<file path="config.mk">
export PLATFORM = sky130hd
export DESIGN_NAME = copy_literal_map_decoder_unit
export DESIGN_NICKNAME = d
export VERILOG_FILES = /design/src/hw/rtl/clm_pkg.sv /design/src/hw/rtl/clm_parser.sv /design/src/hw/rtl/clm_res_queue.sv /design/src/hw/rtl/copy_literal_map_decoder_unit.sv
export SDC_FILE = /design/constraint.sdc
export NUM_CORES = 1
export LEC_CHECK = 0
export BUFFER_PORTS_ARGS = -buffer_cell sky130_fd_sc_hd__buf_2
export CAP_MARGIN = 10
export CORE_ASPECT_RATIO = 0.8
export CORE_MARGIN = 2
export CORE_UTILIZATION = 50
export CTS_BUF_LIST = sky130_fd_sc_hd__clkbuf_8
export DETAILED_ROUTE_END_ITERATION = 16
export GPL_TIMING_DRIVEN = 0
export PLACE_DENSITY = 0.69
export SYNTH_ARGS = -nofsm -noshare
export SYNTH_HDL_FRONTEND = slang
export SYNTH_HIERARCHICAL = 1
export SYNTH_SLANG_ARGS = --single-unit
</file>
<file path="constraint.sdc">
create_clock -name i_clk -period 23.5 [get_ports i_clk]
set_clock_uncertainty 0.15 [all_clocks]
set_input_delay 3.525 -clock i_clk [delete_from_list [all_inputs] [get_ports i_clk]]
set_output_delay 3.525 -clock i_clk [all_outputs]
set_load 0.03 [all_outputs]
</file>
<file path="src/hw/rtl/clm_pkg.sv">
// Shared types, codes and constants for the copy/literal map decoder.
`default_nettype none

package clm_pkg;

    // Parser phases
    typedef enum logic [2:0] {
        PH_MAGIC   = 3'd0,
        PH_VERSION = 3'd1,
        PH_COUNT   = 3'd2,
        PH_HASH    = 3'd3,
        PH_CMD     = 3'd4,
        PH_COPY    = 3'd5,
        PH_LIT     = 3'd6
    } t_phase;

    // Result kinds
    localparam logic [2:0] KIND_LITERAL = 3'd0;
    localparam logic [2:0] KIND_COPY    = 3'd1;
    localparam logic [2:0] KIND_HASH    = 3'd2;
    localparam logic [2:0] KIND_FINISH  = 3'd3;
    localparam logic [2:0] KIND_ERROR   = 3'd4;

    // Error codes
    localparam logic [3:0] ERR_NONE         = 4'd0;
    localparam logic [3:0] ERR_MAGIC        = 4'd1;
    localparam logic [3:0] ERR_VERSION      = 4'd2;
    localparam logic [3:0] ERR_COUNT        = 4'd3;
    localparam logic [3:0] ERR_SHORT_HEADER = 4'd4;
    localparam logic [3:0] ERR_MISSING_HASH = 4'd5;
    localparam logic [3:0] ERR_BAD_INDEX    = 4'd6;
    localparam logic [3:0] ERR_ZERO_LENGTH  = 4'd7;
    localparam logic [3:0] ERR_ZERO_LITERAL = 4'd8;
    localparam logic [3:0] ERR_SHORT_LIT    = 4'd9;

    // Configuration register indexes
    localparam int unsigned CFG_INDEX_W = 2;
    localparam logic [CFG_INDEX_W-1:0] CFG_EXPECTED_VERSION = 2'd0;
    localparam logic [CFG_INDEX_W-1:0] CFG_CARRIERS_GIVEN   = 2'd1;
    localparam logic [CFG_INDEX_W-1:0] CFG_CARRIER_OPEN     = 2'd2;
    localparam int unsigned CFG_DATA_W = 16;

    // Result queue
    localparam int unsigned QUEUE_DEPTH = 4;
    localparam int unsigned QPTR_W      = $clog2(QUEUE_DEPTH);
    localparam int unsigned QCNT_W      = $clog2(QUEUE_DEPTH + 1);

    // Output beat widths
    localparam int unsigned OUT_FIELDS_W = 81;
    localparam int unsigned OUT_TDATA_W  = 88;

    // One result item
    typedef struct packed {
        logic        last;
        logic [3:0]  err;
        logic [4:0]  pos;
        logic [15:0] len;
        logic [31:0] off;
        logic [15:0] idx;
        logic [7:0]  data;
        logic [2:0]  kind;
    } t_result;

    // Results produced by one accepted input beat, in order
    typedef struct packed {
        logic [1:0] n;
        t_result    r0;
        t_result    r1;
    } t_push;

    // Header magic text
    function automatic logic [7:0] magic_byte(input logic [2:0] pos);
        logic [7:0] b;
        unique case (pos)
            3'd0:    b = 8'h4C;
            3'd1:    b = 8'h49;
            3'd2:    b = 8'h44;
            3'd3:    b = 8'h45;
            3'd4:    b = 8'h43;
            3'd5:    b = 8'h4D;
            3'd6:    b = 8'h41;
            default: b = 8'h50;
        endcase
        return b;
    endfunction

    // Carriers at index 16 and above are never open
    function automatic logic carrier_open(input logic [15:0] idx, input logic [15:0] mask);
        return (idx[15:4] == 12'd0) && mask[idx[3:0]];
    endfunction

endpackage

`default_nettype wire

</file>
<file path="src/hw/rtl/clm_parser.sv">
// Map byte parser: header checks, hash bytes, copy and literal records.
`default_nettype none

module clm_parser #(
    parameter int unsigned MAX_SOURCES  = 16,
    parameter int unsigned DIGEST_BYTES = 32
) (
    input  wire logic                   i_clk,
    input  wire logic                   i_rst_n,
    input  wire logic                   i_accept,
    input  wire logic [7:0]             i_byte,
    input  wire logic                   i_end,
    input  wire logic [15:0]            i_expected_version,
    input  wire logic [4:0]             i_carriers_given,
    input  wire logic [15:0]            i_carrier_open_mask,
    output clm_pkg::t_push              o_push
);

    localparam int unsigned BC_W  = $clog2(DIGEST_BYTES + 1);
    localparam int unsigned CNT_W = $clog2(MAX_SOURCES + 1);

    clm_pkg::t_phase    r_phase,   n_phase;
    logic [BC_W-1:0]    r_bc,      n_bc;
    logic [7:0]         r_acc,     n_acc;
    logic [15:0]        r_idx,     n_idx;
    logic [31:0]        r_off,     n_off;
    logic [6:0]         r_lr,      n_lr;
    logic [CNT_W-1:0]   r_count,   n_count;
    logic [CNT_W-1:0]   r_cc,      n_cc;
    logic               r_seen,    n_seen;
    logic               r_stopped, n_stopped;
    logic [3:0]         r_stop,    n_stop;

    logic               first_vld;
    clm_pkg::t_result   first_res;
    logic               second_vld;
    clm_pkg::t_result   second_res;
    logic [3:0]         err;
    logic [3:0]         fin;
    logic [15:0]        field;
    logic [15:0]        copy_len;
    logic               seen_new;
    logic [CNT_W-1:0]   cc_inc;
    clm_pkg::t_push     push;

    // Work out next state and the results of the current beat
    always_comb begin
        n_phase    = r_phase;
        n_bc       = r_bc;
        n_acc      = r_acc;
        n_idx      = r_idx;
        n_off      = r_off;
        n_lr       = r_lr;
        n_count    = r_count;
        n_cc       = r_cc;
        n_seen     = r_seen;
        n_stopped  = r_stopped;
        n_stop     = r_stop;
        err        = clm_pkg::ERR_NONE;
        fin        = clm_pkg::ERR_NONE;
        first_vld  = 1'b0;
        first_res  = '0;
        second_vld = 1'b0;
        second_res = '0;
        field      = {i_byte, r_acc};
        copy_len   = {i_byte, r_acc};
        seen_new   = r_seen | (i_byte != 8'd0);
        cc_inc     = r_cc + CNT_W'(1);

        if (!r_stopped) begin
            unique case (r_phase)
                clm_pkg::PH_MAGIC: begin
                    if (i_byte != clm_pkg::magic_byte(r_bc[2:0])) begin
                        err = clm_pkg::ERR_MAGIC;
                    end else if (r_bc == BC_W'(7)) begin
                        n_phase = clm_pkg::PH_VERSION;
                        n_bc    = '0;
                    end else begin
                        n_bc = r_bc + BC_W'(1);
                    end
                end
                clm_pkg::PH_VERSION, clm_pkg::PH_COUNT: begin
                    if (r_bc == '0) begin
                        n_acc = i_byte;
                        n_bc  = BC_W'(1);
                    end else begin
                        n_bc = '0;
                        if (r_phase == clm_pkg::PH_VERSION) begin
                            if (field != i_expected_version) begin
                                err = clm_pkg::ERR_VERSION;
                            end else begin
                                n_phase = clm_pkg::PH_COUNT;
                            end
                        end else if (field != {11'd0, i_carriers_given} ||
                                     field > 16'(MAX_SOURCES)) begin
                            err = clm_pkg::ERR_COUNT;
                        end else begin
                            n_count = field[CNT_W-1:0];
                            n_cc    = '0;
                            n_seen  = 1'b0;
                            n_phase = (field == 16'd0) ? clm_pkg::PH_CMD : clm_pkg::PH_HASH;
                        end
                    end
                end
                clm_pkg::PH_HASH: begin
                    first_vld      = 1'b1;
                    first_res.kind = clm_pkg::KIND_HASH;
                    first_res.data = i_byte;
                    first_res.idx  = 16'(r_cc);
                    first_res.pos  = r_bc[4:0];
                    if (r_bc == BC_W'(DIGEST_BYTES - 1)) begin
                        if (!clm_pkg::carrier_open(16'(r_cc), i_carrier_open_mask) &&
                            seen_new) begin
                            err = clm_pkg::ERR_MISSING_HASH;
                        end else begin
                            n_cc   = cc_inc;
                            n_bc   = '0;
                            n_seen = 1'b0;
                            if (cc_inc >= r_count) begin
                                n_phase = clm_pkg::PH_CMD;
                            end
                        end
                    end else begin
                        n_bc   = r_bc + BC_W'(1);
                        n_seen = seen_new;
                    end
                end
                clm_pkg::PH_CMD: begin
                    if (i_byte[7]) begin
                        n_phase = clm_pkg::PH_COPY;
                        n_bc    = '0;
                    end else if (i_byte == 8'd0) begin
                        err = clm_pkg::ERR_ZERO_LITERAL;
                    end else begin
                        n_lr    = i_byte[6:0];
                        n_phase = clm_pkg::PH_LIT;
                    end
                end
                clm_pkg::PH_COPY: begin
                    // Record bytes: index, offset, length, all little-endian
                    n_bc = r_bc + BC_W'(1);
                    case (r_bc[2:0])
                        3'd0: n_idx[7:0]   = i_byte;
                        3'd1: n_idx[15:8]  = i_byte;
                        3'd2: n_off[7:0]   = i_byte;
                        3'd3: n_off[15:8]  = i_byte;
                        3'd4: n_off[23:16] = i_byte;
                        3'd5: n_off[31:24] = i_byte;
                        3'd6: n_acc        = i_byte;
                        default: begin
                            n_phase = clm_pkg::PH_CMD;
                            n_bc    = '0;
                            if (r_idx >= 16'(r_count) ||
                                !clm_pkg::carrier_open(r_idx, i_carrier_open_mask)) begin
                                err = clm_pkg::ERR_BAD_INDEX;
                            end else if (copy_len == 16'd0) begin
                                err = clm_pkg::ERR_ZERO_LENGTH;
                            end else begin
                                first_vld      = 1'b1;
                                first_res.kind = clm_pkg::KIND_COPY;
                                first_res.idx  = r_idx;
                                first_res.off  = r_off;
                                first_res.len  = copy_len;
                            end
                        end
                    endcase
                end
                clm_pkg::PH_LIT: begin
                    first_vld      = 1'b1;
                    first_res.kind = clm_pkg::KIND_LITERAL;
                    first_res.data = i_byte;
                    n_lr           = r_lr - 7'd1;
                    if (r_lr <= 7'd1) begin
                        n_phase = clm_pkg::PH_CMD;
                    end
                end
                default: begin
                    n_phase = clm_pkg::PH_MAGIC;
                end
            endcase
        end

        // Error or end-of-map result
        if (err != clm_pkg::ERR_NONE) begin
            second_vld      = 1'b1;
            second_res.kind = clm_pkg::KIND_ERROR;
            second_res.err  = err;
            second_res.last = i_end;
            n_stopped       = 1'b1;
            n_stop          = err;
        end else if (i_end) begin
            if (r_stopped) begin
                fin = r_stop;
            end else begin
                case (n_phase)
                    clm_pkg::PH_MAGIC:   fin = clm_pkg::ERR_MAGIC;
                    clm_pkg::PH_VERSION,
                    clm_pkg::PH_COUNT,
                    clm_pkg::PH_HASH:    fin = clm_pkg::ERR_SHORT_HEADER;
                    clm_pkg::PH_LIT:     fin = clm_pkg::ERR_SHORT_LIT;
                    default:             fin = clm_pkg::ERR_NONE;
                endcase
            end
            second_vld      = 1'b1;
            second_res.kind = (fin != clm_pkg::ERR_NONE) ? clm_pkg::KIND_ERROR
                                                         : clm_pkg::KIND_FINISH;
            second_res.err  = fin;
            second_res.last = 1'b1;
        end

        // Drop all parser state at the end of a map
        if (i_end) begin
            n_phase   = clm_pkg::PH_MAGIC;
            n_bc      = '0;
            n_lr      = '0;
            n_count   = '0;
            n_cc      = '0;
            n_seen    = 1'b0;
            n_stopped = 1'b0;
            n_stop    = clm_pkg::ERR_NONE;
        end

        // Order the results of this beat
        push.n  = {1'b0, first_vld} + {1'b0, second_vld};
        push.r0 = first_vld ? first_res : second_res;
        push.r1 = second_res;
        if (!i_accept) begin
            push.n = 2'd0;
        end
    end

    assign o_push = push;

    // Control state
    always_ff @(posedge i_clk) begin
        if (!i_rst_n) begin
            r_phase   <= clm_pkg::PH_MAGIC;
            r_bc      <= '0;
            r_lr      <= '0;
            r_count   <= '0;
            r_cc      <= '0;
            r_seen    <= 1'b0;
            r_stopped <= 1'b0;
            r_stop    <= clm_pkg::ERR_NONE;
        end else if (i_accept) begin
            r_phase   <= n_phase;
            r_bc      <= n_bc;
            r_lr      <= n_lr;
            r_count   <= n_count;
            r_cc      <= n_cc;
            r_seen    <= n_seen;
            r_stopped <= n_stopped;
            r_stop    <= n_stop;
        end
    end

    // Field assembly registers
    always_ff @(posedge i_clk) begin
        if (i_accept) begin
            r_acc <= n_acc;
            r_idx <= n_idx;
            r_off <= n_off;
        end
    end

`ifndef SYNTHESIS
    a_stopped_silent: assert property (@(posedge i_clk) disable iff (!i_rst_n)
        (i_accept && r_stopped && !i_end) |-> (o_push.n == 2'd0))
        else $error("stopped parser produced a result");
    a_second_is_final: assert property (@(posedge i_clk) disable iff (!i_rst_n)
        (o_push.n == 2'd2) |-> (o_push.r1.kind == clm_pkg::KIND_ERROR ||
                                o_push.r1.kind == clm_pkg::KIND_FINISH))
        else $error("second result of a beat is neither error nor finish");
    a_end_gives_last: assert property (@(posedge i_clk) disable iff (!i_rst_n)
        (i_accept && i_end) |-> (o_push.n != 2'd0))
        else $error("final map byte produced no result");
    a_stopped_holds_code: assert property (@(posedge i_clk) disable iff (!i_rst_n)
        r_stopped |-> (r_stop != clm_pkg::ERR_NONE))
        else $error("stopped without an error code");
`endif

endmodule

`default_nettype wire

</file>
<file path="src/hw/rtl/clm_res_queue.sv">
// Four-entry result queue between the parser and the output stream.
`default_nettype none

module clm_res_queue (
    input  wire logic             i_clk,
    input  wire logic             i_rst_n,
    input  wire clm_pkg::t_push   i_push,
    input  wire logic             i_pop,
    output wire logic             o_room,
    output wire logic             o_valid,
    output clm_pkg::t_result      o_head
);

    clm_pkg::t_result                 r_mem [clm_pkg::QUEUE_DEPTH];
    logic [clm_pkg::QPTR_W-1:0]       r_wp;
    logic [clm_pkg::QPTR_W-1:0]       r_rp;
    logic [clm_pkg::QCNT_W-1:0]       r_count;
    logic [clm_pkg::QPTR_W-1:0]       wp_next;
    logic                             pop;

    assign pop     = i_pop && (r_count != '0);
    assign wp_next = r_wp + clm_pkg::QPTR_W'(1);
    assign o_valid = (r_count != '0);
    assign o_room  = (r_count <= clm_pkg::QCNT_W'(clm_pkg::QUEUE_DEPTH - 2));
    assign o_head  = r_mem[r_rp];

    // Store up to two results per beat
    always_ff @(posedge i_clk) begin
        if (i_push.n != 2'd0) begin
            r_mem[r_wp] <= i_push.r0;
        end
        if (i_push.n == 2'd2) begin
            r_mem[wp_next] <= i_push.r1;
        end
    end

    // Advance pointers and occupancy
    always_ff @(posedge i_clk) begin
        if (!i_rst_n) begin
            r_wp    <= '0;
            r_rp    <= '0;
            r_count <= '0;
        end else begin
            r_wp    <= r_wp + clm_pkg::QPTR_W'(i_push.n);
            r_rp    <= r_rp + clm_pkg::QPTR_W'(pop);
            r_count <= r_count + clm_pkg::QCNT_W'(i_push.n) - clm_pkg::QCNT_W'(pop);
        end
    end

`ifndef SYNTHESIS
    a_no_overflow: assert property (@(posedge i_clk) disable iff (!i_rst_n)
        (i_push.n != 2'd0) |-> o_room)
        else $error("result queue written without room");
    a_count_tracks: assert property (@(posedge i_clk) disable iff (!i_rst_n)
        i_rst_n |=> (r_count == $past(r_count) + clm_pkg::QCNT_W'($past(i_push.n))
                                - clm_pkg::QCNT_W'($past(pop))))
        else $error("result queue occupancy out of step");
    a_bounded: assert property (@(posedge i_clk) disable iff (!i_rst_n)
        r_count <= clm_pkg::QCNT_W'(clm_pkg::QUEUE_DEPTH))
        else $error("result queue occupancy beyond depth");
`endif

endmodule

`default_nettype wire

</file>
<file path="src/hw/rtl/copy_literal_map_decoder_unit.sv">
// Top level of the copy/literal map decoder: ports, configuration and result queue.
//
//  Channel   Direction  Beat contents
//  s_axis    in         tdata[7:0] map_byte; tlast map_end
//  m_axis    out        tuser kind; tdata result fields (see port); tlast run_last
//  cfg       in         i_cfg_we, i_cfg_index, i_cfg_data: register write, no read-back
//
//  One map byte is taken per cycle while the queue has room; its results are written
//  into a four-entry result queue that feeds m_axis.
//  A byte that yields two results (hash, literal or copy plus error/finish) takes two
//  output beats; s_axis tready drops while fewer than two queue slots are free.
//  Reset is synchronous and clears parser control state and queue; registers return
//  to version 2, no carriers given, no carrier open.
`default_nettype none

module copy_literal_map_decoder_unit #(
    parameter int unsigned MAX_SOURCES  = 16,
    parameter int unsigned DIGEST_BYTES = 32
) (
    input  wire logic                               i_clk,
    input  wire logic                               i_rst_n,
    // map_byte [7:0]
    input  wire logic [7:0]                         i_s_axis_tdata,
    input  wire logic                               i_s_axis_tvalid,
    input  wire logic                               i_s_axis_tlast,
    output wire logic                               o_s_axis_tready,
    // byte_out [7:0], source_index [23:8], copy_offset [55:24], copy_length [71:56],
    // hash_byte_pos [76:72], error_code [80:77], zero [87:81]
    output wire logic [clm_pkg::OUT_TDATA_W-1:0]    o_m_axis_tdata,
    // kind [2:0]
    output wire logic [2:0]                         o_m_axis_tuser,
    output wire logic                               o_m_axis_tvalid,
    output wire logic                               o_m_axis_tlast,
    input  wire logic                               i_m_axis_tready,
    input  wire logic                               i_cfg_we,
    input  wire logic [clm_pkg::CFG_INDEX_W-1:0]    i_cfg_index,
    input  wire logic [clm_pkg::CFG_DATA_W-1:0]     i_cfg_data
);

    logic [15:0]        r_expected_version;
    logic [4:0]         r_carriers_given;
    logic [15:0]        r_carrier_open_mask;
    logic               accept;
    logic               room;
    clm_pkg::t_push     push;
    clm_pkg::t_result   head;

    // Configuration registers
    always_ff @(posedge i_clk) begin
        if (!i_rst_n) begin
            r_expected_version  <= 16'd2;
            r_carriers_given    <= 5'd0;
            r_carrier_open_mask <= 16'd0;
        end else if (i_cfg_we) begin
            case (i_cfg_index)
                clm_pkg::CFG_EXPECTED_VERSION: r_expected_version  <= i_cfg_data;
                clm_pkg::CFG_CARRIERS_GIVEN:   r_carriers_given    <= i_cfg_data[4:0];
                clm_pkg::CFG_CARRIER_OPEN:     r_carrier_open_mask <= i_cfg_data;
                default: ;
            endcase
        end
    end

    // Take a beat whenever two result slots are free
    assign o_s_axis_tready = room;
    assign accept          = i_s_axis_tvalid && room;

    clm_parser #(
        .MAX_SOURCES  (MAX_SOURCES),
        .DIGEST_BYTES (DIGEST_BYTES)
    ) u_parser (
        .i_clk               (i_clk),
        .i_rst_n             (i_rst_n),
        .i_accept            (accept),
        .i_byte              (i_s_axis_tdata),
        .i_end               (i_s_axis_tlast),
        .i_expected_version  (r_expected_version),
        .i_carriers_given    (r_carriers_given),
        .i_carrier_open_mask (r_carrier_open_mask),
        .o_push              (push)
    );

    clm_res_queue u_queue (
        .i_clk   (i_clk),
        .i_rst_n (i_rst_n),
        .i_push  (push),
        .i_pop   (i_m_axis_tready),
        .o_room  (room),
        .o_valid (o_m_axis_tvalid),
        .o_head  (head)
    );

    // Pack the head result onto the output beat
    assign o_m_axis_tdata = {
        (clm_pkg::OUT_TDATA_W - clm_pkg::OUT_FIELDS_W)'(0),
        head.err, head.pos, head.len, head.off, head.idx, head.data
    };
    assign o_m_axis_tuser = head.kind;
    assign o_m_axis_tlast = head.last;

endmodule

`default_nettype wire

</file>
# After elaboration in Yosys (flattened, before gate mapping)
# Memory sizes are Yosys's and may differ from the RTL's. A register that Yosys moved wholly into a read port is not among the register bits.
# Cells that the tools add are included.
dict set report op_classes {
  add_sub_neg 9
  order_cmp 7
  eq_ne 40
  muxes 117
  n_bitwise 3
  reduce_logical 48
}
# operator count
set op_table {}
lappend op_table {{64-bit two-way mux} 3}
lappend op_table {{85-bit two-way mux} 1}
lappend op_table {{5-bit two-way mux} 16}
lappend op_table {{80-bit two-way mux} 1}
lappend op_table {{3-bit two-way mux} 24}
lappend op_table {{4-bit two-way mux} 12}
lappend op_table {{48-bit two-way mux} 1}
lappend op_table {{6-bit two-way mux} 8}
lappend op_table {{8-bit two-way mux} 5}
lappend op_table {{5-bit one-hot mux with 7 select lines} 1}
lappend op_table {{16-bit one-hot mux with 2 select lines} 1}
lappend op_table {{6-bit one-hot mux with 5 select lines} 1}
lappend op_table {{7-bit two-way mux} 4}
lappend op_table {{1-bit two-way mux} 24}
lappend op_table {{3-bit inequality test (second input constant)} 8}
lappend op_table {{4-bit AND reduction} 6}
lappend op_table {{3-bit equality test (second input constant)} 7}
lappend op_table {{4-bit one-hot mux with 5 select lines} 1}
lappend op_table {{3-bit by 2-bit equality test with 1-bit output (second input constant)} 6}
lappend op_table {{3-bit one-hot mux with 6 select lines} 1}
lappend op_table {{16-bit by 5-bit greater-or-equal comparator with 1-bit output} 1}
lappend op_table {{16-bit by 5-bit > comparator with 1-bit output (second input constant)} 1}
lappend op_table {{16-bit zero test} 1}
lappend op_table {{16-bit inequality test} 1}
lappend op_table {{55 further kinds} 89}
dict set report word_totals {
  register_bits 132
  ram_bits 340
  input_bits 32
  out_inout_bits 94
  word_cells 246
  mem_count 1
}
# memory depth width read_ports rd_ports_with_merged_regs write_ports line
set mem_list {}
lappend mem_list {u_queue.r_mem 4 85 1 1 2 clm_res_queue.sv:14} ;# clm_pkg::t_result r_mem [clm_pkg::QUEUE_DEPTH];

# Depth between registers and ports, before layout
# Gate-level depths: netlist (run 1).
dict set report depth {
  word_depth 20
  ltp_mapped 19
  ltp_nobuf 17
}

# Hierarchy
# Netlist (run 1), hierarchy kept.
# mod n_inst cells_per_inst area_per_inst_um2 seq_area_each_um2
set by_module_without_submodules {}
lappend by_module_without_submodules {clm_res_queue 1 868 16869.9 10349.9}
lappend by_module_without_submodules {clm_parser 1 705 6451.2 2322.2}
lappend by_module_without_submodules {copy_literal_map_decoder_unit 1 150 1485.2 740.7}

# Worst setup path after synthesis (run 1)
# No wires, ideal clock.
dict set report synth_timing {
  path_kind {input-to-reg}
  start {input i_s_axis_tdata[0]}
  end {memory u_queue/r_mem[0][0] (netlist bit) (enable)}
  t_arrival_ps 11932
  path_slack_ps 10772
  path_stages 12
  path_buffers 1
  cell_sequence {buf_2 > nor4_4 > nand4b_4 > or3_1 > nand2_1 > and3_4 > a31oi_4 > or3_1 > ha_1 > and2_1 > o21bai_1 > o21ai_0}
}
# item line
set synth_lines {}
lappend synth_lines {{from (decl)} copy_literal_map_decoder_unit.sv:23} ;# input wire logic [7:0] i_s_axis_tdata,
lappend synth_lines {{to (decl)} clm_res_queue.sv:14}

==> results_dict.tcl, run 1 <==
set metrics [dict create \
    synth.area.mux_share_pct 25.7 \
    setup_viol 0 \
    timing.final.crit_share_pct 35.6 \
    cts_tree "done" \
    yosys.area_share.adder_pct 1.19 \
    path_clk_slew_ns 0.06 \
    p_leak_nw 10.6 \
    final_area_sq_mm 0.0284 \
    io_pins 126 \
    cts_buffers 79 \
    multi_input_area_sq_mm 0.0103 \
    hp-class "reg -> reg" \
    synth_cell_types 86 \
    critPathArrivalTime_ns 8.56 \
    worstSetupPathType "in -> reg" \
    p_seq_share_pct 43.5 \
    cts-resized-gates 0 \
    final_cells 2720 \
    dp_cells 2577 \
    gp_congestion 0.975 \
    cp_max_fo 24 \
    final_hold_viol_count 0 \
    synth-simple-area-share_pct 8.12 \
    post_cts_buffers 0 \
    dr.pass1.iters 5 \
    synth_xor_area_share_pct 1.28 \
    viasPerCell 5.58 \
    netlist_area_sq_mm 0.0248 \
    drive_gt1_share_pct 37.9 \
    die_y_microns 203 \
    ctsHoldBuffers 0 \
    ys_seq_area_share_pct 54.1 \
    grt_pass1_vias 15700 \
    drc 0 \
    power_per_cell_area_mw_per_mm2 81.8 \
    async_flop_share_pct 0 \
    place_area_sq_mm 0.0269 \
    routed_wl_microns 60000 \
    worst_slew_pin_slew_ns 1.01 \
    seq_area_sq_mm 0.0134 \
    max_freq_ghz 0.119 \
    rows 72 \
    switchingPower_w 0.000732 \
    grt_max_degree 27 \
    drt_iter0_markers 1317 \
    grt_overflow 0 \
    synthCells 1723 \
    p_comb_share_pct 25.6 \
    worst_ep_required_time_ns 23.69 \
    grt_usage_pct 23.8 \
    synth_compound_area_share_pct 3.70 \
    final_nets 2084 \
    synth_ff_type "edfxtp_1" \
    period_needed_ns 8.37 \
    layout_setup_ws_ns 15.13 \
    initial_core_util_pct 51.0 \
    routedWlPerCell_microns 22.1 \
    nFillCells 3846 \
    grt_pass1_wl_microns 92300 \
    intPower_w 0.00160 \
    end_kind "flip-flop" \
    syn-mean-instance-area_sq_um 14.4 \
    clockPowerShare_pct 30.9 \
    grt_setup_unrepaired "no" \
    die_x_microns 253 \
    clock_path_buffers 3 \
    clock_sinks 472 \
    outcome "completed" \
    syn_to_final_growth_pct 14.7 \
    yosys_warnings 6 \
    place_worst_setup_slack_ns 14.58 \
    start_kind "primary input" \
    synth_edf_count 396 \
    fin_tns_setup_ns 0 \
    netSwitchingFraction_pct 31.4 \
    hpwl_microns 40100 \
    dr_total_vias 15200 \
    ys_ff_latch 472 \
    slew_viol_final 0 \
    die_area_sq_mm 0.0514 \
    vdd_drop_max_v 0.0000393 \
    cts-root-buf "clkbuf_8" \
    slew_headroom_pct 32.0 \
    diodes 0 \
    maxCapViolCount 0 \
    insertion_delay_ns 0.64 \
    antenna_found_initial 6 \
    p_total_w 0.00233 \
    h-tree-depth 3 \
    synth_top_family_by_area "multiplexers" \
    ant_nets 0 \
    io_buffers 118 \
    core-area_sq_mm 0.0486 \
]
routing by layer:
| metal | GRT usage [%] | share of wire [%] | vias to the layer above |
|---|---|---|---|
| met5 | 0 | 0.012 | - |
| met2 | 38.1 | 47 | 453 |
| met4 | 6.74 | 2.1 | 2 |
| met1 | 33.5 | 45 | 7585 |
| met3 | 4.31 | 6.0 | 91 |
| li1 | - | - | 7036 |
critical path: stages:
cell	delay, ns
buf_2	0.28
buf_2	0.39
xnor2_1	0.16
nand4_1	0.12
nor4_1	0.62
nor3_1	0.14
a41oi_2	0.29
a31oi_4	0.16
or3_1	0.35
ha_1	0.29
and2_1	0.31
nand4b_1	0.42
buf_2	0.34
buf_4	0.25
o21ai_4	0.36
buf_12	0.28
buf_12	0.22
power groups by stage:
stage	sequential (W)	combinational (W)	clock, W
5_1_grt	0.00102	0.000633	0.000767
2_1_floorplan	0.00104	0.000416	0
4_1_cts	0.00101	0.000602	0.000737
3_5_place_dp	0.00103	0.000601	0
3_3_place_gp	0.00106	0.000577	0
6_report	0.00101	0.000597	0.000720
state kept, by name, summed over array words and instances (netlist names), 2 cells and up:
signal and cells:
r_carrier_open_mask 16, u_parser/r_acc 8, u_queue/r_mem 340, u_queue/r_rp 2, u_queue/r_wp 2, u_parser/r_stop 4, u_parser/r_cc 5, u_parser/r_idx 16
u_parser/r_bc 6, u_parser/r_phase 3, u_queue/r_count 3, u_parser/r_count 5, r_carriers_given 5, u_parser/r_lr 7, r_expected_version 16, u_parser/r_off 32
final timing paths:
check | start | end | depth (start not counted) | slack, ns
worst min-delay path | r_expected_version[8] | r_expected_version[8] | 2 | 0.32
worst max register to register | u_parser/r_bc[2] | u_queue/r_mem[0][53] | 16 | 17.23
worst min register to register | r_expected_version[8] | r_expected_version[8] | 2 | 0.32
worst max-delay path | i_s_axis_tdata[0] | u_queue/r_mem[0][53] | 17 | 15.13
logic make-up (layout without fill, tap and decap cells):
| kind of cell | after synthesis | in the layout |
|---|---|---|
| muxes | 481 | 481 |
| DFF | 472 | 472 |
| and+or+nand+nor | 365 | 365 |
| buffers and inverters | 220 | 495 |
| AOI/OAI and AO/OA | 127 | 127 |
| xor gates and xnor gates | 33 | 33 |
| adders and majority gates | 23 | 23 |
| other | 2 | 95 |
cell type report:
class	count	area share, %
well taps	629	2.77
clock buffers	87	4.21
clock inverters	56	1.24
plain buffers	196	4.83
repair buffers	132	3.22
multi-input cells	1124	36.3
flip-flops and latches	472	47.1
inverters	24	0.317
synthesized netlist by cell type (9+ instances only):
cell type / instances / area, sq um
nor3_1: 22 / 110
and3_1: 13 / 81.3
nand2b_1: 11 / 68.8
a22oi_1: 12 / 90.1
xnor2_1: 25 / 219
nor2_1: 47 / 176
clkbuf_1: 35 / 131
nand3_1: 17 / 85.1
buf_4: 111 / 833
mux4_2: 91 / 2050
ha_1: 22 / 275
mux2i_1: 50 / 500
buf_6: 14 / 158
mux2_1: 59 / 664
a21boi_0: 9 / 67.6
dfxtp_1: 76 / 1520
o21ai_0: 23 / 115
buf_2: 28 / 140
a21oi_1: 24 / 120
mux2_2: 281 / 3160
nand2_1: 95 / 357
nor4_1: 9 / 56.3
inv_1: 23 / 86.3
nand4_1: 13 / 81.3
or3_1: 10 / 62.6
and2_1: 69 / 432
nor2b_1: 25 / 156
edfxtp_1: 396 / 11900
through the flow:
step,hold WS [ns],utilization [%]
3_3_place_gp,0.307,54.5
5_1_grt,0.344,58.5
6_report,0.323,58.5
3_5_place_dp,0.316,55.3
4_1_cts,0.324,58.5
2_1_floorplan,0.295,-
cells in the final DEF, fill, tap and decap left out, types with 45 or more instances in the layout:
cell / instances
nand2_1: 95
mux2_1: 59
mux2i_1: 50
buf_4: 111
edfxtp_1: 396
buf_2: 146
inv_1: 50
mux2_2: 281
conb_1: 95
mux4_2: 91
dfxtp_1: 76
clkbuf_8: 87
and2_1: 69
nor2_1: 45
Power figures use the tool's default switching activity.
==> run 2, diff against run 1 <==
- PLACE_DENSITY: 0.69 -> 0.72
- clock period: 23.5 -> 7.35 ns (I/O delays scaled with it)
==> results_dict.tcl, run 2 (same netlist as run 1, synthesis figures left out) <==
set metrics [dict create \
    outcome "completed" \
    drt_iter0_markers 1391 \
    max_stage_delay_ns 0.65 \
    ctsHoldBuffers 0 \
    holdPathStages 2 \
    cts_tree "done" \
    r2r_slack_ns 0.93 \
    intPower_w 0.00510 \
    p_leak_nw 10.6 \
    routedWlPerCell_microns 22.0 \
    reg2reg_to "u_queue/r_mem[2][69]" \
    dr_total_vias 15400 \
    layout_commonest_cell "edfxtp_1" \
    start_kind "flip-flop" \
    gp_congestion 0.995 \
    critPathArrivalTime_ns 6.60 \
    ff2ff_path_depth 18 \
    slew_headroom_pct 28.4 \
    min_to "r_expected_version[10]" \
    hpwl_microns 40200 \
    antenna_found_initial 2 \
    period_needed_ns 6.42 \
    hp-class "reg -> reg" \
    netSwitchingFraction_pct 31.4 \
    clock_path_buffers 3 \
    p_total_w 0.00743 \
    end_kind "flip-flop" \
    met3_usage_pct 4.52 \
    grt_usage_pct 23.4 \
    final_nets 2083 \
    grt.met2_usage_pct 37.3 \
    rr_startpoint "u_parser/r_bc[2]" \
    core-area_sq_mm 0.0486 \
    timing.final.crit_share_pct 87.4 \
    worst_slew_pin_slew_ns 1.06 \
    worstSetupPathType "reg -> reg" \
    io_buffers 118 \
    syn_to_final_growth_pct 14.5 \
    final_cell_mix "396 x edfxtp_1, 281 x mux2_2, 146 x buf_2" \
    die_x_microns 253 \
    grt_max_degree 27 \
    grt_pass1_vias 15500 \
    largest_reg_flops 340 \
    drive_gt1_share_pct 38.0 \
    rows 72 \
    routed_wl_microns 59900 \
    grtUsageMet1_pct 32.5 \
    clockPowerShare_pct 30.7 \
    cts-root-buf "clkbuf_8" \
    cts_buffers 78 \
    power_per_cell_area_mw_per_mm2 262 \
    path_clk_slew_ns 0.06 \
    insertion_delay_ns 0.65 \
    post_cts_buffers 0 \
    top_regs "u_queue/r_mem: 340 flops, u_parser/r_off: 32 flops" \
    final_area_sq_mm 0.0284 \
    maxCapViolCount 0 \
    die_y_microns 203 \
    place_area_sq_mm 0.0269 \
    crit_chain "clkbuf_1 > inv_1 > ha_1 > nor4_1 > nand3_1 > nor3_1 > or2_2 > clkbuf_1 > ha_1 > and2_1 > nor4bb_1 > buf_2 > buf_8 > buf_8 > o21bai_4 > buf_12 > buf_12 > buf_16" \
    p_comb_share_pct 25.7 \
    switchingPower_w 0.00233 \
    p_seq_share_pct 43.5 \
    cp_max_fo 22 \
    worst_ep_required_time_ns 7.53 \
    ant_nets 0 \
    largest_register "u_queue/r_mem" \
    h-tree-depth 3 \
    drc 0 \
    setup_viol 0 \
    die_area_sq_mm 0.0514 \
    clock_sinks 472 \
    cts-resized-gates 0 \
    min_from "r_expected_version[10]" \
    max_freq_ghz 0.156 \
    io_pins 126 \
    dr.pass1.iters 5 \
    vdd_drop_max_v 0.000165 \
    grt_pass1_wl_microns 90900 \
    cp_slowest_cell "nor3_1" \
    slew_viol_final 0 \
    diodes 0 \
    initial_core_util_pct 51.0 \
    final_hold_viol_count 0 \
    grt_overflow 0 \
    fin_tns_setup_ns 0 \
    grt_setup_unrepaired "no" \
    top_usage_layer "met2" \
    viasPerCell 5.66 \
]
[run 2: how the worst max path moves through the flow]
stage	start	end	slack, ns	depth (start not counted)
final	u_parser/r_bc[2]	u_queue/r_mem[2][69]	0.93	18
after global placement	i_s_axis_tdata[0]	u_queue/r_mem[3][59]	-4.69	13
after detailed placement	i_s_axis_tdata[0]	u_queue/r_mem[2][55]	0.60	19
after floorplan	i_s_axis_tdata[0]	u_queue/r_mem[1][0]	-0.43	12
after global routing	u_parser/r_bc[2]	u_queue/r_mem[2][69]	0.59	18
after CTS	u_parser/r_bc[2]	u_queue/r_mem[2][66]	0.93	18
[run 2: power by group through the flow]
| stage | combinational [W] | sequential (W) | clock [W] |
|---|---|---|---|
| 6_report | 0.00191 | 0.00323 | 0.00228 |
| 5_1_grt | 0.00203 | 0.00325 | 0.00243 |
| 4_1_cts | 0.00193 | 0.00324 | 0.00232 |
| 3_5_place_dp | 0.00193 | 0.00329 | 0 |
| 3_3_place_gp | 0.00184 | 0.00333 | 0 |
| 2_1_floorplan | 0.00133 | 0.00329 | 0 |
[run 2: metal layers]
| layer | routed length (microns) | share of wire, % | vias up |
|---|---|---|---|
| li1 | - | - | 7031 |
| met1 | 26600 | 44 | 7703 |
| met2 | 27900 | 47 | 552 |
| met3 | 3820 | 6.4 | 106 |
| met4 | 1580 | 2.6 | 0 |
| met5 | 0 | 0 | - |
[run 2: cell type report]
cell class | count | area, sq um
multi-input combinational | 1124 | 10300
fill | 3820 | 20200
tap | 629 | 787
inverter | 24 | 90.1
clock buffer | 83 | 1140
timing repair buffer | 132 | 901
sequential | 472 | 13400
buffer | 196 | 1380
clock inverter | 58 | 377
[run 2: critical path, delay by kind of cell (launching register included)]
kind | cells | cell delay (ns)
AND/OR/NAND/NOR | 6 | 2.42
adder cells (fa/ha/maj) | 2 | 0.58
AO/OA/AOI/OAI | 1 | 0.32
buffers and inverters | 9 | 2.20
flip-flops | 1 | 0.42
[run 2: metrics by stage]
step | hold slack (ns) | cells | utilization [%] | setup WS, ns
2_1_floorplan | 0.295 | 1816 | - | -0.425
3_3_place_gp | 0.308 | 2563 | 54.6 | -4.69
3_5_place_dp | 0.310 | 2577 | 55.3 | 0.602
4_1_cts | 0.323 | 2718 | 58.4 | 0.928
5_1_grt | 0.337 | 2718 | 58.4 | 0.586
6_report | 0.324 | 2718 | 58.4 | 0.929
